`src/hdl/trace_spike_fix_time_over_threshold_core_assert.svh`:
```
// assertion macros for the trace spike fix and time over threshold core
`ifndef TRACE_SPIKE_FIX_TIME_OVER_THRESHOLD_CORE_ASSERT_SVH
`define TRACE_SPIKE_FIX_TIME_OVER_THRESHOLD_CORE_ASSERT_SVH

`ifndef SYNTHESIS

`define TSF_ASSERT_IMP(lbl, ante, cons, msg) \
    lbl: assert property (@(posedge i_clk) disable iff (!i_rst_n) (ante) |-> (cons)) \
        else $error(msg);

`define TSF_ASSERT_NEXT(lbl, ante, cons, msg) \
    lbl: assert property (@(posedge i_clk) disable iff (!i_rst_n) (ante) |=> (cons)) \
        else $error(msg);

`else

`define TSF_ASSERT_IMP(lbl, ante, cons, msg)

`define TSF_ASSERT_NEXT(lbl, ante, cons, msg)

`endif

`endif

```
`src/hdl/tsf_pkg.sv`:
```
// shared constants and types of the trace spike fix and time over threshold core
`timescale 1ns / 1ps

package tsf_pkg;

    localparam int SAMPLE_W     = 14;
    localparam int COUNT_W      = 16;
    localparam int BASELINE_LEN = 40;

    localparam int CNT_W     = $clog2(BASELINE_LEN + 1);
    localparam int SUM_W     = $clog2(BASELINE_LEN * ((1 << SAMPLE_W) - 1) + 1);
    localparam int LEN_LOG   = $clog2(BASELINE_LEN);
    localparam int DIV_SHIFT = SUM_W + LEN_LOG;
    localparam int RECIP_W   = SUM_W + 1;
    localparam int PROD_W    = SUM_W + RECIP_W;

    localparam longint unsigned RECIP_VAL =
        ((64'd1 << DIV_SHIFT) + BASELINE_LEN - 1) / BASELINE_LEN;
    localparam logic [RECIP_W-1:0] RECIP = RECIP_W'(RECIP_VAL);

    localparam logic [SAMPLE_W-1:0] SPIKE_LEVEL_RST = SAMPLE_W'(16000);
    localparam logic [SAMPLE_W-1:0] OVER_MARGIN_RST = SAMPLE_W'(10);

    localparam int APB_ADDR_W = 3;
    localparam int APB_DATA_W = 32;

    localparam logic REG_SPIKE_LEVEL = 1'b0;
    localparam logic REG_OVER_MARGIN = 1'b1;

    typedef struct packed {
        logic [SAMPLE_W-1:0] sample;
        logic                negative_pulse;
        logic                last;
    } t_item;

    typedef struct packed {
        logic                valid;
        logic [SAMPLE_W-1:0] fixed;
        logic [CNT_W-1:0]    idx;
    } t_lane;

    typedef struct packed {
        t_lane a;
        t_lane b;
        logic  neg;
        logic  last;
        logic  short_trace;
    } t_evt;

    typedef struct packed {
        logic [COUNT_W-1:0]  over_count;
        logic [SAMPLE_W-1:0] baseline_level;
        logic                short_trace;
    } t_result;

endpackage

```
`src/hdl/tsf_smp_if.sv`:
```
// sample channel interface
`timescale 1ns / 1ps

interface tsf_smp_if;
    logic                         valid;
    logic                         ready;
    logic [tsf_pkg::SAMPLE_W-1:0] sample;
    logic                         negative_pulse;
    logic                         last;

    modport source (output valid, sample, negative_pulse, last, input ready);
    modport sink (input valid, sample, negative_pulse, last, output ready);
endinterface

```
`src/hdl/tsf_res_if.sv`:
```
// result channel interface
`timescale 1ns / 1ps

interface tsf_res_if;
    logic                         valid;
    logic                         ready;
    logic [tsf_pkg::COUNT_W-1:0]  over_count;
    logic [tsf_pkg::SAMPLE_W-1:0] baseline_level;
    logic                         short_trace;

    modport source (output valid, over_count, baseline_level, short_trace, input ready);
    modport sink (input valid, over_count, baseline_level, short_trace, output ready);
endinterface

```
`src/hdl/tsf_fix.sv`:
```
// input register and spike repair with one sample lookahead
`timescale 1ns / 1ps
`include "trace_spike_fix_time_over_threshold_core_assert.svh"

module tsf_fix (
    input  logic                         i_clk,
    input  logic                         i_rst_n,
    input  logic                         i_en,
    input  logic                         i_valid,
    input  tsf_pkg::t_item               i_item,
    input  logic [tsf_pkg::SAMPLE_W-1:0] i_spike_level,
    output tsf_pkg::t_evt                o_evt
);

    logic                         r_s0_valid;
    tsf_pkg::t_item               r_s0;
    logic                         r_held_v;
    logic [tsf_pkg::SAMPLE_W-1:0] r_held_raw;
    logic [tsf_pkg::SAMPLE_W-1:0] r_prev;
    logic [tsf_pkg::CNT_W-1:0]    r_cnt;
    tsf_pkg::t_evt                r_evt;

    logic                         w_has_a;
    logic                         w_has_b;
    logic [tsf_pkg::SAMPLE_W-1:0] w_pred_a;
    logic [tsf_pkg::SAMPLE_W:0]   w_mean_sum;
    logic [tsf_pkg::SAMPLE_W-1:0] w_fix_a;
    logic [tsf_pkg::SAMPLE_W-1:0] w_pred_b;
    logic [tsf_pkg::SAMPLE_W-1:0] w_fix_b;
    logic [tsf_pkg::CNT_W-1:0]    n_cnt;
    logic [tsf_pkg::CNT_W:0]      w_cnt_end;
    tsf_pkg::t_evt                n_evt;

    always_comb begin
        w_has_a    = r_s0_valid && r_held_v;
        w_has_b    = r_s0_valid && r_s0.last;
        // first sample borrows its successor as predecessor
        w_pred_a   = (r_cnt == '0) ? r_s0.sample : r_prev;
        w_mean_sum = {1'b0, w_pred_a} + {1'b0, r_s0.sample};
        if (r_held_raw > i_spike_level) begin
            if (r_s0.sample < i_spike_level) begin
                w_fix_a = w_mean_sum[tsf_pkg::SAMPLE_W:1];
            end else begin
                w_fix_a = w_pred_a;
            end
        end else begin
            w_fix_a = r_held_raw;
        end

        if (w_has_a && (r_cnt != tsf_pkg::CNT_W'(tsf_pkg::BASELINE_LEN))) begin
            n_cnt = r_cnt + 1'b1;
        end else begin
            n_cnt = r_cnt;
        end

        // last sample has no successor
        w_pred_b  = r_held_v ? w_fix_a : r_s0.sample;
        w_fix_b   = (r_s0.sample > i_spike_level) ? w_pred_b : r_s0.sample;
        w_cnt_end = {1'b0, n_cnt} + 1'b1;

        n_evt.a.valid     = w_has_a;
        n_evt.a.fixed     = w_fix_a;
        n_evt.a.idx       = r_cnt;
        n_evt.b.valid     = w_has_b;
        n_evt.b.fixed     = w_fix_b;
        n_evt.b.idx       = n_cnt;
        n_evt.neg         = r_s0.negative_pulse;
        n_evt.last        = w_has_b;
        n_evt.short_trace = w_has_b &&
            (w_cnt_end < (tsf_pkg::CNT_W + 1)'(tsf_pkg::BASELINE_LEN));
    end

    always_ff @(posedge i_clk) begin
        if (!i_rst_n) begin
            r_s0_valid <= 1'b0;
            r_held_v   <= 1'b0;
            r_cnt      <= '0;
            r_prev     <= '0;
            r_evt      <= '0;
        end else if (i_en) begin
            r_s0_valid <= i_valid;
            r_evt      <= n_evt;
            if (r_s0_valid) begin
                if (r_s0.last) begin
                    r_held_v <= 1'b0;
                    r_cnt    <= '0;
                    r_prev   <= '0;
                end else begin
                    r_held_v <= 1'b1;
                    r_cnt    <= n_cnt;
                    if (w_has_a) begin
                        r_prev <= w_fix_a;
                    end
                end
            end
        end
    end

    always_ff @(posedge i_clk) begin
        if (i_en) begin
            r_s0 <= i_item;
            if (r_s0_valid && !r_s0.last) begin
                r_held_raw <= r_s0.sample;
            end
        end
    end

    assign o_evt = r_evt;

    `TSF_ASSERT_NEXT(a_trace_restart, i_en && r_s0_valid && r_s0.last, !r_held_v && r_cnt == '0, "trace state not cleared after last sample")
    `TSF_ASSERT_IMP(a_lanes_order, r_evt.b.valid && r_evt.a.valid, r_evt.b.idx != '0, "lookahead lane and final lane out of order")
    `TSF_ASSERT_IMP(a_cnt_bound, r_s0_valid, r_cnt <= tsf_pkg::CNT_W'(tsf_pkg::BASELINE_LEN), "sample counter beyond the baseline window")

endmodule

```
`src/hdl/tsf_base.sv`:
```
// baseline window sum and reciprocal divide
`timescale 1ns / 1ps

module tsf_base (
    input  logic                         i_clk,
    input  logic                         i_rst_n,
    input  logic                         i_en,
    input  tsf_pkg::t_evt                i_evt,
    output tsf_pkg::t_evt                o_evt,
    output logic [tsf_pkg::SAMPLE_W-1:0] o_base
);

    logic [tsf_pkg::SUM_W-1:0]    r_sum;
    logic                         r_div_v;
    logic [tsf_pkg::SUM_W-1:0]    r_div_in;
    logic [tsf_pkg::SAMPLE_W-1:0] r_base;
    tsf_pkg::t_evt                r_s2;
    tsf_pkg::t_evt                r_s3;

    logic [tsf_pkg::SAMPLE_W-1:0] w_add_a;
    logic [tsf_pkg::SAMPLE_W-1:0] w_add_b;
    logic [tsf_pkg::SUM_W-1:0]    n_sum;
    logic                         w_win_end;
    logic [tsf_pkg::PROD_W-1:0]   w_prod;

    always_comb begin
        w_add_a = (i_evt.a.valid && i_evt.a.idx < tsf_pkg::CNT_W'(tsf_pkg::BASELINE_LEN))
                  ? i_evt.a.fixed : '0;
        w_add_b = (i_evt.b.valid && i_evt.b.idx < tsf_pkg::CNT_W'(tsf_pkg::BASELINE_LEN))
                  ? i_evt.b.fixed : '0;
        n_sum   = r_sum + tsf_pkg::SUM_W'(w_add_a) + tsf_pkg::SUM_W'(w_add_b);
        w_win_end =
            (i_evt.a.valid && i_evt.a.idx == tsf_pkg::CNT_W'(tsf_pkg::BASELINE_LEN - 1)) ||
            (i_evt.b.valid && i_evt.b.idx == tsf_pkg::CNT_W'(tsf_pkg::BASELINE_LEN - 1));
        w_prod  = tsf_pkg::PROD_W'(r_div_in) * tsf_pkg::PROD_W'(tsf_pkg::RECIP);
    end

    always_ff @(posedge i_clk) begin
        if (!i_rst_n) begin
            r_sum   <= '0;
            r_div_v <= 1'b0;
            r_s2    <= '0;
            r_s3    <= '0;
        end else if (i_en) begin
            r_sum   <= i_evt.last ? '0 : n_sum;
            r_div_v <= w_win_end;
            r_s2    <= i_evt;
            r_s3    <= r_s2;
        end
    end

    always_ff @(posedge i_clk) begin
        if (i_en) begin
            if (w_win_end) begin
                r_div_in <= n_sum;
            end
            if (r_div_v) begin
                r_base <= w_prod[tsf_pkg::DIV_SHIFT +: tsf_pkg::SAMPLE_W];
            end
        end
    end

    assign o_evt  = r_s3;
    assign o_base = r_base;

endmodule

```
`src/hdl/tsf_count.sv`:
```
// over threshold tally, result register and pipeline stall
`timescale 1ns / 1ps
`include "trace_spike_fix_time_over_threshold_core_assert.svh"

module tsf_count (
    input  logic                         i_clk,
    input  logic                         i_rst_n,
    input  tsf_pkg::t_evt                i_evt,
    input  logic [tsf_pkg::SAMPLE_W-1:0] i_base,
    input  logic [tsf_pkg::SAMPLE_W-1:0] i_margin,
    input  logic                         i_ready,
    output logic                         o_en,
    output logic                         o_valid,
    output tsf_pkg::t_result             o_res
);

    logic [tsf_pkg::COUNT_W-1:0] r_tally;
    logic                        r_out_valid;
    tsf_pkg::t_result            r_out;

    logic                        w_hit_a;
    logic                        w_hit_b;
    logic [tsf_pkg::COUNT_W:0]   w_tally_sum;
    logic [tsf_pkg::COUNT_W-1:0] n_tally;
    tsf_pkg::t_result            n_out;

    function automatic logic over_margin_chk(input logic [tsf_pkg::SAMPLE_W-1:0] fixed,
                                             input logic [tsf_pkg::SAMPLE_W-1:0] base,
                                             input logic [tsf_pkg::SAMPLE_W-1:0] margin,
                                             input logic                         neg);
        logic [tsf_pkg::SAMPLE_W:0] fix_m;
        logic [tsf_pkg::SAMPLE_W:0] base_m;
        fix_m  = {1'b0, fixed} + {1'b0, margin};
        base_m = {1'b0, base} + {1'b0, margin};
        if (neg) begin
            return {1'b0, base} > fix_m;
        end else begin
            return {1'b0, fixed} > base_m;
        end
    endfunction

    always_comb begin
        // stall only when a result would land on a result not yet taken
        o_en    = !(i_evt.last && r_out_valid && !i_ready);
        w_hit_a = i_evt.a.valid && (i_evt.a.idx == tsf_pkg::CNT_W'(tsf_pkg::BASELINE_LEN)) &&
                  over_margin_chk(i_evt.a.fixed, i_base, i_margin, i_evt.neg);
        w_hit_b = i_evt.b.valid && (i_evt.b.idx == tsf_pkg::CNT_W'(tsf_pkg::BASELINE_LEN)) &&
                  over_margin_chk(i_evt.b.fixed, i_base, i_margin, i_evt.neg);
        w_tally_sum = {1'b0, r_tally} + (tsf_pkg::COUNT_W + 1)'(w_hit_a)
                      + (tsf_pkg::COUNT_W + 1)'(w_hit_b);
        n_tally = w_tally_sum[tsf_pkg::COUNT_W] ? '1 : w_tally_sum[tsf_pkg::COUNT_W-1:0];
        if (i_evt.short_trace) begin
            n_out.over_count     = '0;
            n_out.baseline_level = '0;
            n_out.short_trace    = 1'b1;
        end else begin
            n_out.over_count     = n_tally;
            n_out.baseline_level = i_base;
            n_out.short_trace    = 1'b0;
        end
    end

    always_ff @(posedge i_clk) begin
        if (!i_rst_n) begin
            r_tally     <= '0;
            r_out_valid <= 1'b0;
        end else begin
            if (o_en) begin
                r_tally <= i_evt.last ? '0 : n_tally;
            end
            if (o_en && i_evt.last) begin
                r_out_valid <= 1'b1;
            end else if (i_ready) begin
                r_out_valid <= 1'b0;
            end
        end
    end

    always_ff @(posedge i_clk) begin
        if (o_en && i_evt.last) begin
            r_out <= n_out;
        end
    end

    assign o_valid = r_out_valid;
    assign o_res   = r_out;

    `TSF_ASSERT_IMP(a_short_clean, r_out_valid && r_out.short_trace, r_out.over_count == '0 && r_out.baseline_level == '0, "short trace result carries count or baseline")
    `TSF_ASSERT_NEXT(a_tally_clear, o_en && i_evt.last, r_tally == '0, "tally not cleared after a result")
    `TSF_ASSERT_IMP(a_load_on_last, $rose(r_out_valid), $past(i_evt.last), "result appeared without a last sample")

endmodule

```
`src/hdl/trace_spike_fix_time_over_threshold_core.sv`:
```
// top level of the trace spike fix and time over threshold core
`timescale 1ns / 1ps

// One sample is accepted per clock; the result of a trace reaches the output register
// through these stages once its last sample is accepted (the input register takes the sample
// at the accepting edge, then repair stage, window sum stage, reciprocal multiply stage,
// tally stage). Intake stalls only when a result reaches the tally stage while the previous
// result still sits untaken in the output register, and ready is low during reset. The
// baseline divide is a single multiply by a fixed reciprocal, so it adds latency but never
// blocks. There is no clearing pass after reset. spike_level sits at byte address 0 and
// over_margin at byte address 4; write them only while no trace is in flight.

module trace_spike_fix_time_over_threshold_core (
    input  logic                           i_clk,
    input  logic                           i_rst_n,
    tsf_smp_if.sink                        i_smp,
    tsf_res_if.source                      o_res,
    input  logic                           psel,
    input  logic                           penable,
    input  logic                           pwrite,
    input  logic [tsf_pkg::APB_ADDR_W-1:0] paddr,
    input  logic [tsf_pkg::APB_DATA_W-1:0] pwdata,
    output logic [tsf_pkg::APB_DATA_W-1:0] prdata,
    output logic                           pready
);

    logic [tsf_pkg::SAMPLE_W-1:0] r_spike_level;
    logic [tsf_pkg::SAMPLE_W-1:0] r_over_margin;

    logic                         w_en;
    tsf_pkg::t_item               w_item;
    tsf_pkg::t_evt                w_evt1;
    tsf_pkg::t_evt                w_evt3;
    logic [tsf_pkg::SAMPLE_W-1:0] w_base;
    tsf_pkg::t_result             w_res;
    logic                         w_res_valid;

    always_ff @(posedge i_clk) begin
        if (!i_rst_n) begin
            r_spike_level <= tsf_pkg::SPIKE_LEVEL_RST;
            r_over_margin <= tsf_pkg::OVER_MARGIN_RST;
        end else if (psel && penable && pwrite) begin
            unique case (paddr[2])
                tsf_pkg::REG_SPIKE_LEVEL: r_spike_level <= pwdata[tsf_pkg::SAMPLE_W-1:0];
                tsf_pkg::REG_OVER_MARGIN: r_over_margin <= pwdata[tsf_pkg::SAMPLE_W-1:0];
            endcase
        end
    end

    always_comb begin
        unique case (paddr[2])
            tsf_pkg::REG_SPIKE_LEVEL: prdata = tsf_pkg::APB_DATA_W'(r_spike_level);
            tsf_pkg::REG_OVER_MARGIN: prdata = tsf_pkg::APB_DATA_W'(r_over_margin);
        endcase
    end

    assign pready = 1'b1;

    assign w_item.sample         = i_smp.sample;
    assign w_item.negative_pulse = i_smp.negative_pulse;
    assign w_item.last           = i_smp.last;
    assign i_smp.ready           = w_en && i_rst_n;

    tsf_fix u_fix (
        .i_clk         (i_clk),
        .i_rst_n       (i_rst_n),
        .i_en          (w_en),
        .i_valid       (i_smp.valid),
        .i_item        (w_item),
        .i_spike_level (r_spike_level),
        .o_evt         (w_evt1)
    );

    tsf_base u_base (
        .i_clk   (i_clk),
        .i_rst_n (i_rst_n),
        .i_en    (w_en),
        .i_evt   (w_evt1),
        .o_evt   (w_evt3),
        .o_base  (w_base)
    );

    tsf_count u_count (
        .i_clk    (i_clk),
        .i_rst_n  (i_rst_n),
        .i_evt    (w_evt3),
        .i_base   (w_base),
        .i_margin (r_over_margin),
        .i_ready  (o_res.ready),
        .o_en     (w_en),
        .o_valid  (w_res_valid),
        .o_res    (w_res)
    );

    assign o_res.valid          = w_res_valid;
    assign o_res.over_count     = w_res.over_count;
    assign o_res.baseline_level = w_res.baseline_level;
    assign o_res.short_trace    = w_res.short_trace;

endmodule
```
`src/flat_wrapper.sv`:
```
// flat-port wrapper written by rule: the top's interface ports become plain ports
module trace_spike_fix_time_over_threshold_core_flat 
  (i_clk, i_rst_n, psel, penable, pwrite, paddr, pwdata, prdata, pready, i_smp_valid, i_smp_sample, i_smp_negative_pulse, i_smp_last, i_smp_ready, o_res_valid, o_res_over_count, o_res_baseline_level, o_res_short_trace, o_res_ready);
  tsf_smp_if i_smp_i ();
  tsf_res_if o_res_i ();
  input  logic i_clk;
  input  logic i_rst_n;
  input  logic psel;
  input  logic penable;
  input  logic pwrite;
  input  logic [tsf_pkg::APB_ADDR_W-1:0] paddr;
  input  logic [tsf_pkg::APB_DATA_W-1:0] pwdata;
  output logic [tsf_pkg::APB_DATA_W-1:0] prdata;
  output logic pready;
  input wire logic [$bits(i_smp_i.valid)-1:0] i_smp_valid;
  input wire logic [$bits(i_smp_i.sample)-1:0] i_smp_sample;
  input wire logic [$bits(i_smp_i.negative_pulse)-1:0] i_smp_negative_pulse;
  input wire logic [$bits(i_smp_i.last)-1:0] i_smp_last;
  output wire logic [$bits(i_smp_i.ready)-1:0] i_smp_ready;
  output wire logic [$bits(o_res_i.valid)-1:0] o_res_valid;
  output wire logic [$bits(o_res_i.over_count)-1:0] o_res_over_count;
  output wire logic [$bits(o_res_i.baseline_level)-1:0] o_res_baseline_level;
  output wire logic [$bits(o_res_i.short_trace)-1:0] o_res_short_trace;
  input wire logic [$bits(o_res_i.ready)-1:0] o_res_ready;
  assign i_smp_i.valid = i_smp_valid;
  assign i_smp_i.sample = i_smp_sample;
  assign i_smp_i.negative_pulse = i_smp_negative_pulse;
  assign i_smp_i.last = i_smp_last;
  assign i_smp_ready = i_smp_i.ready;
  assign o_res_valid = o_res_i.valid;
  assign o_res_over_count = o_res_i.over_count;
  assign o_res_baseline_level = o_res_i.baseline_level;
  assign o_res_short_trace = o_res_i.short_trace;
  assign o_res_i.ready = o_res_ready;
  trace_spike_fix_time_over_threshold_core u_core (.i_clk(i_clk), .i_rst_n(i_rst_n), .i_smp(i_smp_i), .o_res(o_res_i), .psel(psel), .penable(penable), .pwrite(pwrite), .paddr(paddr), .pwdata(pwdata), .prdata(prdata), .pready(pready));
endmodule
```
`config.mk`:
```
export PLATFORM = sky130hd
export DESIGN_NAME = trace_spike_fix_time_over_threshold_core_flat
export DESIGN_NICKNAME = d
export VERILOG_FILES = /design/src/hdl/tsf_pkg.sv /design/src/hdl/tsf_smp_if.sv /design/src/hdl/tsf_res_if.sv /design/src/hdl/tsf_fix.sv /design/src/hdl/tsf_base.sv /design/src/hdl/tsf_count.sv /design/src/hdl/trace_spike_fix_time_over_threshold_core.sv /design/src/flat_wrapper.sv
export VERILOG_INCLUDE_DIRS = /design/src /design/src/hdl
export SDC_FILE = /design/constraint.sdc
export NUM_CORES = 1
export LEC_CHECK = 0
export BUFFER_PORTS_ARGS = -buffer_cell sky130_fd_sc_hd__buf_2
export CAP_MARGIN = 20
export CORE_MARGIN = 2
export CORE_UTILIZATION = 55
export CTS_CLUSTER_DIAMETER = 150
export CTS_CLUSTER_SIZE = 40
export DETAILED_ROUTE_END_ITERATION = 6
export PLACE_DENSITY = 0.73
export SETUP_SLACK_MARGIN = 0.1
export SYNTH_ARGS = -nofsm -noshare
export SYNTH_HDL_FRONTEND = slang
export SYNTH_SLANG_ARGS = --single-unit
```
`constraint.sdc`:
```
create_clock -name i_clk -period 8.1 [get_ports i_clk]
set_input_delay 1.62 -clock i_clk [delete_from_list [all_inputs] [get_ports i_clk]]
set_output_delay 1.62 -clock i_clk [all_outputs]
set_load 0.01 [all_outputs]
```
==> impl_metrics.csv, run 1 <==
group,metric,value,unit
status,status,"finished clean",
finish,fin_nets,3178,
cts,ctsHoldBuffers,0,
placement,dpl.hpwl,45.60,mm
critical_path,end_kind,"flop",
cts,h-tree-depth,1,
critical_path,start_kind,"flop",
grt,grt_first_pass_wirelength,94.72,mm
die,ios,124,
die,rows,77,
die,fp.dieH,214.5,um
critical_path,r2r_end,"u_core.u_count.o_res[16]",
sta,slew_violations,0,
cts,ctsResizeCount,0,
routing,wire_per_inst,17.85,um
worst_hold_path,min_delay_worst_endpoint,"u_core.u_base.o_evt[24]",
synth,ys_ff_latch,315,
critical_path,r2r-start,"u_core.r_over_margin[1]",
sta,tightest_slew,0.9206,ns
routing,totalWireLength,57.53,mm
sta,slew_headroom,38.40,%
power_and_ir_drop,ir_drop,0.1969,mV
synth,synth-compound-area-share,15.25,%
critical_path,worstPathArrival,7.74,ns
critical_path,critical_path_depth,28,
synth,ys.warnings.count,0,
routing,drt_iter0_drc,1201,
worst_hold_path,hp-start,"u_core.u_base.o_evt[24]",
critical_path,required,8.49,ns
synth,synthSimpleGateAreaFrac,13.23,%
synth,synth_top_family_by_area,"adder cells",
finish,layout-drive-gt1-share,5.703,%
synth,muxShareOfSynthArea,1.011,%
critical_path,critPathMaxStageDelay,0.59,ns
synth,synthCells,2601,
grt,grt_pass1_vias,18340,
routing,via_per_inst,5.626,
worst_hold_path,min_path_type,"reg2reg",
sta,fin_setup_tns,0,ns
cts,numCtsBuffers,12,
routing,drc_errors,0,
sta,finalCriticalPeriod,7.354,ns
sta,skew,0.03302,ns
routing,ant_nets,0,
finish,areaGrowthSynthToFinish,5.451,%
routing,via_count,18130,
grt,antenna_found_initial,1,
critical_path,path_buf_inv,1,
placement,post-place-cells,3198,
die,die_w,214.5,um
synth,syn_area_per_cell,9.371,um2
synth,async_flop_share,0,%
cts,max-clock-path-buffers,3,
sta,finalWorstSetupSlack,0.7458,ns
grt,grt_max_degree,94,
finish,design_area,25700,um2
power_and_ir_drop,p_per_area,108.1,nW/um2
synth,synth_xor_area_share,4.281,%
sta,grt_setup_unrepaired,"false",
grt,grt_usage,25.25,%
placement,port_buffers,84,
die,dieArea,46020,um2
sta,holdWs,0.4661,ns
grt,grt-ovfl-total,0,
sta,clock.fmax,136.0,MHz
critical_path,rrSetupSlack,0.75,ns
critical_path,reg2regPathDepth,28,
critical_path,worstSetupPathType,"reg2reg",
critical_path,cp_slowest_cell,"dfxtp_1",
synth,ys.flop_type,"dfxtp_1",
cts,cts_tree,"yes",
synth,synth.distinct_cells,80,
sta,setup_viol_count_final,0,
synth,ys_seq_area_share,29.77,%
finish,fill_cells,3948,
cts,clock_sinks,315,
cts,cts_root_buf,"clkbuf_16",
finish,instances_no_fill,3223,
synth,synth-edff-count,95,
sta,hold_violations,0,
worst_hold_path,holdPathStages,2,
finish,multi_input_area,15700,um2
placement,dp_slack,0.9235,ns
synth,synth_area,24370,um2
routing,first_pass_iters,5,
cts,path_clk_slew,0.14,ns
die,core-area,43930,um2
synth,synth_fa_ha_area_share,30.26,%
finish,seq_area,7257,um2
critical_path,cp_common_cell,"and3_1",
run,cap_violations,0,
critical_path,cp_top_family,"compound AO/OA/AOI/OAI gates",
sta,fin_crit_sh,90.79,%
placement,place_area,25240,um2
cts,clock_latency,0.52,ns
critical_path,crit_start,"u_core.r_over_margin[1]",
placement,gp_congestion,0.9234,
power_and_ir_drop,p_leak,0.01171,uW
cts,post_cts_buffers,0,
die,start_util,55.48,%
critical_path,crit_fanout,25,
## power breakdown
part           switching, uW  internal (uW)  total [uW]
combinational            153            112         265
clock                    509            324         833
sequential              32.6           1650        1680
## worst register-to-register path, delay by kind of cell (launching register included)
family,cells,cell delay [ns]
adders and majority gates,4,1.44
and+or+nand+nor,10,2.17
buffers and inverters,1,0.08
DFF,1,0.59
AOI/OAI and AO/OA,13,2.94
## layer usage
metal  GRT usage (%)  vias up  share of wire, %
li1                -     8904                 -
met1           34.03     8746                45
met2           43.99      404                48
met3           1.801       77               4.1
met4           6.806        0               2.8
met5               0        -                 0
## cell usage in the layout (no fill, tap or decap), types with 10 or more instances in the layout
cell	n
nand4_1	20
nor2_1	74
a21boi_0	120
a21oi_1	122
o21bai_1	17
fa_1	149
dfxtp_1	220
edfxtp_1	95
buf_4	16
xnor2_1	67
a22o_1	33
mux2i_1	19
nor2b_1	40
and3_1	46
clkbuf_16	13
o21ai_0	115
and2_1	32
o211ai_1	16
xor2_1	49
o21a_1	19
buf_2	83
nand3_1	29
o211a_1	10
inv_1	271
nor3_1	24
ha_1	347
nand2b_1	11
nand2_1	391
conb_1	19
a21o_1	30
## cell usage after synthesis, types with 4 or more instances
| master | number | area [um2] |
|---|---|---|
| maj3_1 | 4 | 40.04 |
| nor2b_1 | 41 | 256.5 |
| o21bai_1 | 17 | 127.6 |
| edfxtp_1 | 95 | 2853 |
| o21a_1 | 19 | 142.6 |
| clkbuf_1 | 83 | 311.6 |
| and4_1 | 4 | 35.03 |
| ha_1 | 347 | 4342 |
| nand2_1 | 391 | 1468 |
| a21oi_1 | 124 | 620.6 |
| buf_4 | 19 | 142.6 |
| a22o_1 | 33 | 289.0 |
| dfxtp_1 | 220 | 4404 |
| buf_1 | 5 | 18.77 |
| a31oi_1 | 6 | 37.54 |
| mux2_2 | 5 | 56.30 |
| o211ai_1 | 16 | 120.1 |
| mux2i_1 | 19 | 190.2 |
| and3_1 | 46 | 287.8 |
| o21ai_1 | 5 | 25.02 |
| nand4_1 | 20 | 125.1 |
| fa_1 | 149 | 2983 |
| nor3_1 | 24 | 120.1 |
| a21boi_0 | 120 | 900.9 |
| xor2_1 | 49 | 429.2 |
| nand3_1 | 29 | 145.1 |
| nor4_1 | 5 | 31.28 |
| a2111oi_0 | 4 | 35.03 |
| o31ai_1 | 6 | 45.04 |
| nand2b_1 | 11 | 68.82 |
| nor2_1 | 74 | 277.8 |
| inv_1 | 271 | 1017 |
| a211oi_1 | 8 | 60.06 |
| a31o_2 | 5 | 43.79 |
| xnor2_1 | 67 | 586.8 |
| and2_1 | 33 | 206.5 |
| or2_2 | 7 | 43.79 |
| o21ai_0 | 115 | 575.6 |
| o211a_1 | 10 | 100.1 |
| a21o_1 | 30 | 225.2 |
| nor4b_1 | 4 | 35.03 |
## how the worst max path moves through the flow
stage,end,slack (ns)
detailed placement,u_core.u_count.o_res[16],0.92
finish,u_core.u_count.o_res[16],0.75
CTS,u_core.u_count.o_res[16],0.85
global placement,u_core.u_count.o_res[16],1.02
floorplan,u_core.u_count.o_res[18],1.72
global route,u_core.u_count.r_tally[10],0.13
## final cells by class
type,count,area share [%]
diodes,1,0.009736
repair buffers,101,2.249
well taps,592,2.882
flip-flops and latches,315,28.23
inverters,272,3.982
multi-input cells,1922,61.07
clock inverters,2,0.1947
clock buffers,18,1.378
## per-stage QoR
stage | power, uW | utilization (%)
5_1_grt | 2885 | 58.50
6_report | 2779 | 58.51
3_3_place_gp | 1966 | 57.45
3_5_place_dp | 1976 | 57.45
2_1_floorplan | 1901 | -
4_1_cts | 2800 | 58.37
## registers in the layout, indices dropped and copies added, names as in the netlist, 6 cells and up
| name | flops |
|---|---|
| u_core.r_spike_level | 14 |
| u_core.u_fix.r_held_raw | 14 |
| u_core.u_fix.r_prev | 14 |
| u_core.u_base.r_sum | 20 |
| u_core.u_fix.r_cnt | 6 |
| u_core.u_base.o_base | 14 |
| u_core.u_base.o_evt | 44 |
| u_core.u_count.r_tally | 16 |
| u_core.r_over_margin | 14 |
| u_core.u_count.o_res | 31 |
| u_core.u_base.r_s2 | 44 |
| u_core.u_fix.r_s0 | 15 |
| u_core.u_base.r_div_in | 20 |
| u_core.u_fix.o_evt | 44 |
## cell families after synthesis
logic type	Yosys count
and+or+nand+nor	705
AOI/OAI and AO/OA	556
adders and majority gates	501
buffers and inverters	381
DFF	315
xor gates and xnor gates	117
muxes	24
other	2
No activity file was read; power rests on OpenSTA's default activity.
==> run 2, diff against run 1 <==
GPL_TIMING_DRIVEN = 0   (was default)
PLACE_DENSITY = 0.76   (was 0.73)
TNS_END_PERCENT = 30   (was default)
clock period = 6.45 ns   (was 8.1 ns; I/O delays follow)
==> run 2 against run 1 <==
  * Die area stayed put
  * Critical path depth is 7 lower
  * Cell count is 5.4% higher
  * Sequential share of layout area is 1.6 points lower
  * Hold slack better by 0.0012 ns
  * Sequential power is 26% higher
  * Register-to-register slack worse by 0.67 ns
  * Power is 23% higher
  * Setup slack worse by 0.67 ns
  * Global-route usage is 2.7 points higher
  * Flip-flop and latch count stayed put
  * Highest routed layer unchanged
==> impl_metrics.csv, run 2 (synthesis gave the netlist of run 1 again) <==
group,metric,value,unit
status,status,"finished clean",
die,die_w,214.5,um
critical_path,crit_fanout,4,
cts,numCtsBuffers,11,
die,ios,124,
cts,ctsHoldBuffers,0,
power_and_ir_drop,p_sw,854.4,uW
critical_path,end_kind,"flop",
cts,clock_latency,0.51,ns
worst_hold_path,hp-start,"u_core.u_base.o_evt[24]",
finish,layout-drive-gt1-share,12.02,%
critical_path,worstSetupPathType,"reg2reg",
routing,drt_iter0_drc,1239,
die,start_util,55.48,%
grt,grt_first_pass_wirelength,103.2,mm
sta,hold_violations,0,
routing,first_pass_iters,5,
die,rows,77,
sta,grt_setup_unrepaired,"true",
power_and_ir_drop,p_comb_share,10.7,%
cts,cts_tree,"yes",
power_and_ir_drop,ir_drop,0.1921,mV
grt,grt_max_degree,42,
power_and_ir_drop,swShare,25.08,%
sta,fin_setup_tns,0,ns
critical_path,start_kind,"flop",
cts,max-clock-path-buffers,3,
sta,finalCriticalPeriod,6.370,ns
finish,final_cell_mix,"nand2_1 (390), ha_1 (322), inv_1 (270)",
cts,clock_sinks,315,
routing,via_count,19450,
sta,slew_headroom,33.62,%
placement,dp_slack,-0.9840,ns
die,dieArea,46020,um2
finish,areaGrowthSynthToFinish,12.10,%
power_and_ir_drop,p_leak,0.01228,uW
placement,port_buffers,84,
worst_hold_path,min_path_type,"reg2reg",
power_and_ir_drop,p_int,2552,uW
die,core-area,43930,um2
sta,setup_viol_count_final,0,
sta,fin_crit_sh,98.75,%
routing,wire_per_inst,19.33,um
sta,tightest_slew,0.9911,ns
cts,path_clk_slew,0.14,ns
finish,design_area,27330,um2
cts,h-tree-depth,1,
sta,finalWorstSetupSlack,0.08031,ns
die,fp.dieH,214.5,um
cts,cts_root_buf,"clkbuf_16",
power_and_ir_drop,seq_power_share,62.1,%
finish,layout_commonest_cell,"nand2_1",
routing,ant_nets,0,
routing,totalWireLength,65.66,mm
power_and_ir_drop,p_per_area,124.7,nW/um2
placement,dpl.hpwl,51.55,mm
worst_hold_path,holdPathStages,2,
worst_hold_path,min_delay_worst_endpoint,"u_core.u_base.o_evt[24]",
critical_path,worstPathArrival,6.71,ns
finish,fin_nets,3353,
routing,drc_errors,0,
placement,place_area,25660,um2
power_and_ir_drop,clkPwrFrac,27.2,%
grt,grt_pass1_vias,19700,
critical_path,rrSetupSlack,0.08,ns
sta,clock.fmax,157.0,MHz
sta,slew_violations,0,
critical_path,r2r-start,"u_core.u_base.r_div_in[3]",
placement,gp_congestion,1.015,
grt,antenna_found_initial,0,
sta,skew,0.01662,ns
critical_path,reg2regPathDepth,21,
critical_path,required,6.79,ns
routing,via_per_inst,5.727,
critical_path,r2r_end,"u_core.u_base.o_base[12]",
grt,grt-ovfl-total,0,
finish,fill_cells,3648,
run,cap_violations,0,
grt,grt_usage,27.99,%
## run 2: cell count changes in the layout (fill, tap and decap cells not counted), moves of 8 or more
| cell | previous run | this run |
|---|---|---|
| ha_4 | 0 | 17 |
| o21ai_0 | 115 | 106 |
| a21oi_1 | 122 | 102 |
| buf_6 | 0 | 8 |
| ha_2 | 0 | 8 |
| and3_1 | 46 | 38 |
| a21oi_2 | 2 | 21 |
| ha_1 | 347 | 322 |
| buf_4 | 16 | 90 |
| and3_4 | 0 | 8 |
| clkbuf_1 | 4 | 82 |
## run 2: worst max-delay path by stage
stage                                   start                        to  slack, ns  depth (start not counted)
finish              u_core.u_base.r_div_in[3]  u_core.u_base.o_base[12]       0.08                         21
global route        u_core.u_base.r_div_in[2]  u_core.u_base.o_base[12]      -0.09                         21
CTS                 u_core.u_base.r_div_in[2]  u_core.u_base.o_base[13]       0.08                         21
detailed placement     u_core.u_base.o_evt[9]  u_core.u_count.o_res[19]      -0.98                         35
global placement       u_core.u_base.o_evt[9]  u_core.u_count.o_res[18]      -0.86                         35
floorplan             u_core.r_over_margin[0]  u_core.u_count.o_res[18]       0.19                         35
## run 2: power by group through the flow
stage	logic, uW	registers (uW)	clock network [uW]
after floorplan	252	2140	0
after global placement	334	2160	0
after detailed placement	346	2160	0
after CTS	355	2110	931
after global routing	407	2120	987
final	365	2120	925
## run 2: layout make-up
type | instances | area [um2] | area share [%]
diodes | 1 | 2.502 | 0.009158
plain buffers | 109 | 526.8 | 1.928
clock buffers | 16 | 294.0 | 1.076
clock inverters | 1 | 6.256 | 0.02289
inverters | 272 | 1021 | 3.736
multi-input cells | 1922 | 16330 | 59.75
flip-flops and latches | 315 | 7274 | 26.62
well taps | 592 | 740.7 | 2.711
repair buffers | 168 | 1132 | 4.144
## run 2: per-layer routing
metal  up-vias  global-route usage [%]  wire (um)
met5         -                       0          0
met4         0                   10.90       2901
met1      9427                   36.40      27620
met2       614                   48.76      31730
li1       9249                       -          -
met3       159                   2.000       3405
## run 2: stage by stage
step           hold slack, ns  power [uW]  cells  util [%]
2_1_floorplan          0.4249        2388   2618         -
3_3_place_gp           0.4351        2492   3294     58.29
3_5_place_dp           0.4436        2505   3297     58.41
4_1_cts                0.4695        3399   3362     60.70
5_1_grt                0.4904        3512   3395     62.19
6_report               0.4672        3406   3396     62.20
## run 2: worst max-delay path, stage by stage (launching register included)
cell and delay (ns):
edfxtp_1 0.53, buf_6 0.17, ha_4 0.27, xor2_4 0.19
ha_2 0.18, or2_4 0.23, fa_2 0.54, fa_1 0.46
fa_2 0.59, fa_1 0.45, ha_4 0.28, ha_4 0.27
nand4_1 0.19, nor3_4 0.32, o211ai_1 0.14, a31o_2 0.28
a21oi_4 0.18, o21ai_2 0.08, o211ai_1 0.27, nand4_1 0.21
nand3b_1 0.14, xor2_1 0.22
## run 2: what timing repair did
item	4_1_cts	5_1_grt
gates cloned	0	2
endpoints found under the hold margin	0	0
resized for setup	87	72
setup endpoints to repair	45	41
pin swaps	38	79
buffers inserted	48	30
==> run 3, diff against run 2 <==
PLACE_DENSITY = default   (was 0.76)
PLACE_DENSITY_LB_ADDON = 0.25   (was default)
==> run 3 against run 2 <==
  * Core utilization grew 0.45 points
  * Largest power group unchanged
  * Fmax grew 1.9%
  * Cell count grew 0.27%
  * Flip-flop and latch count is the same
  * Combinational power is essentially flat
  * Critical endpoint is now u_core.u_base.o_base[10]
  * Non-clock buffer count grew 10
  * Critical path depth is the same
  * Highest routed layer unchanged
  * Clock skew grew 0.0047 ns
==> impl_metrics.csv, run 3 (synthesis gave the netlist of run 1 again) <==
group,metric,value,unit
finish,final_cell_mix,"nand2_1 (390), ha_1 (313), inv_1 (270)",
cts,path_clk_slew,0.15,ns
finish,antenna_cells,0,
sta,holdWs,0.4722,ns
sta,skew,0.02133,ns
die,ios,124,
sta,hold_violations,0,
routing,ant_nets,0,
placement,gp_congestion,0.9698,
finish,multi_input_area,16450,um2
cts,h-tree-depth,1,
cts,numCtsBuffers,11,
critical_path,critPathMaxStageDelay,0.55,ns
critical_path,crit_start,"u_core.u_base.r_div_in[0]",
critical_path,r2r-start,"u_core.u_base.r_div_in[0]",
placement,dpl.hpwl,51.65,mm
critical_path,endpoint,"u_core.u_base.o_base[10]",
finish,final_core_util,62.65,%
critical_path,worstPathArrival,6.53,ns
finish,fill_cells,3672,
critical_path,start_kind,"flop",
cts,cts_root_buf,"clkbuf_16",
run,cap_violations,0,
critical_path,cp_common_cell,"fa_1",
power_and_ir_drop,p_per_area,123.7,nW/um2
sta,setup_viol_count_final,0,
sta,slew_violations,0,
grt,grt_first_pass_wirelength,103.1,mm
cts,clock_latency,0.51,ns
critical_path,end_kind,"flop",
die,core-area,43930,um2
critical_path,r2r_end,"u_core.u_base.o_base[10]",
sta,tightest_slew,1.015,ns
routing,drc_errors,0,
critical_path,required,6.74,ns
finish,layout_commonest_cell,"nand2_1",
grt,grt_max_degree,42,
placement,port_buffers,84,
routing,via_per_inst,5.680,
sta,clock.fmax,160.0,MHz
finish,seq_area,7274,um2
routing,totalWireLength,65.95,mm
cts,cts_tree,"yes",
die,die_w,214.5,um
finish,areaGrowthSynthToFinish,12.92,%
sta,fin_crit_sh,96.89,%
sta,finalCriticalPeriod,6.249,ns
critical_path,crit_fanout,3,
status,status,"finished clean",
power_and_ir_drop,seq_power_share,62.1,%
critical_path,crit_chain,"ha_4, xor2_2, ha_1, or2_2, fa_1, fa_1, fa_1, fa_1, ha_1, ha_1, nand4_1, nor3_4, o211ai_1, a31o_2, a21oi_4, o21ai_2, o211ai_1, buf_4, and3_4, nor2_2, xnor2_1",
die,start_util,55.48,%
die,rows,77,
power_and_ir_drop,p_int,2553,uW
power_and_ir_drop,swShare,25.04,%
power_and_ir_drop,ir_drop,0.2108,mV
critical_path,worstSetupPathType,"reg2reg",
routing,via_count,19340,
grt,antenna_found_initial,0,
routing,wire_per_inst,19.37,um
cts,max-clock-path-buffers,3,
die,fp.dieH,214.5,um
power_and_ir_drop,p_sw,852.8,uW
grt,grt_pass1_vias,19620,
critical_path,rrSetupSlack,0.20,ns
sta,grt_setup_unrepaired,"true",
sta,slew_headroom,31.99,%
grt,grt_usage,28.11,%
worst_hold_path,min_path_type,"reg2reg",
routing,first_pass_iters,5,
finish,fin_nets,3363,
power_and_ir_drop,p_comb_share,10.8,%
grt,grt-ovfl-total,0,
power_and_ir_drop,p_leak,0.01233,uW
die,dieArea,46020,um2
cts,clock_sinks,315,
critical_path,cp_slowest_cell,"edfxtp_1",
critical_path,reg2regPathDepth,21,
power_and_ir_drop,clkPwrFrac,27.1,%
routing,drt_iter0_drc,1269,
finish,layout-drive-gt1-share,13.05,%
## run 3: cell types whose count changed in the layout (fill, tap and decap cells not counted), sizes merged
cell   delta
diode     -1
buf      +10
## run 3: worst min-delay path by stage
stage                                  startpoint                      end  slack [ns]  cells past startpoint
after floorplan           u_core.u_fix.r_prev[10]  u_core.u_fix.r_prev[10]        0.42                      2
after global placement    u_core.u_fix.r_prev[10]  u_core.u_fix.r_prev[10]        0.44                      2
after detailed placement  u_core.u_fix.r_prev[12]  u_core.u_fix.r_prev[12]        0.45                      2
after CTS                   u_core.u_base.r_s2[8]    u_core.u_base.r_s2[8]        0.47                      2
after global routing       u_core.u_base.r_s2[21]   u_core.u_base.r_s2[21]        0.49                      2
final                       u_core.u_base.r_s2[8]    u_core.u_base.r_s2[8]        0.47                      2
## run 3: area by class of cell
type	instances	share of cell area (%)
Timing Repair Buffer	178	4.373
Multi-Input combinational cell	1922	59.76
Clock buffer	16	1.068
Tap cell	592	2.691
Clock inverter	1	0.02273
Buffer	109	1.946
Sequential cell	315	26.43
Inverter	272	3.709
## run 3: metrics by stage
stage	setup TNS [ns]	std cells	power (uW)	instance area, um2	setup slack (ns)
2_1_floorplan	0	2618	2388	24450	0.1898
3_3_place_gp	-23.81	3294	2493	25610	-1.023
3_5_place_dp	-26.30	3298	2508	25670	-1.039
4_1_cts	0	3365	3412	26710	0.1000
5_1_grt	-0.3372	3405	3525	27520	-0.05276
6_report	0	3405	3406	27520	0.2005
## run 3: critical path, delay by kind of cell (launching register included)
| family | cells | cell delay [ns] |
|---|---|---|
| simple gates | 5 | 1.02 |
| flops | 1 | 0.55 |
| fa+ha+maj | 8 | 3.01 |
| compound gates | 5 | 0.93 |
| xor+xnor | 2 | 0.32 |
| buf+inv | 1 | 0.17 |
## run 3: layer usage
metal  wire, um  up-vias  GRT usage [%]
met5          0        -              0
met4       3039        0          11.55
met3       3379      159          2.312
met2      32130      582          49.31
met1      27400     9349          35.84
li1           -     9251              -
## run 3: what timing repair did
| item | in CTS | in global routing |
|---|---|---|
| endpoints found under the setup margin | 45 | 37 |
| resized for setup | 84 | 98 |
| endpoints found under the hold margin | 0 | 0 |
| gates cloned | 0 | 2 |
| buffers inserted | 50 | 38 |
| hold buffers | 0 | 0 |
| pin swaps | 37 | 74 |
## run 3: power groups by stage
stage	combinational [uW]	sequential (uW)	clock (uW)
6_report	368	2110	923
5_1_grt	408	2120	998
4_1_cts	358	2110	940
3_5_place_dp	349	2160	0
3_3_place_gp	335	2160	0
2_1_floorplan	252	2140	0
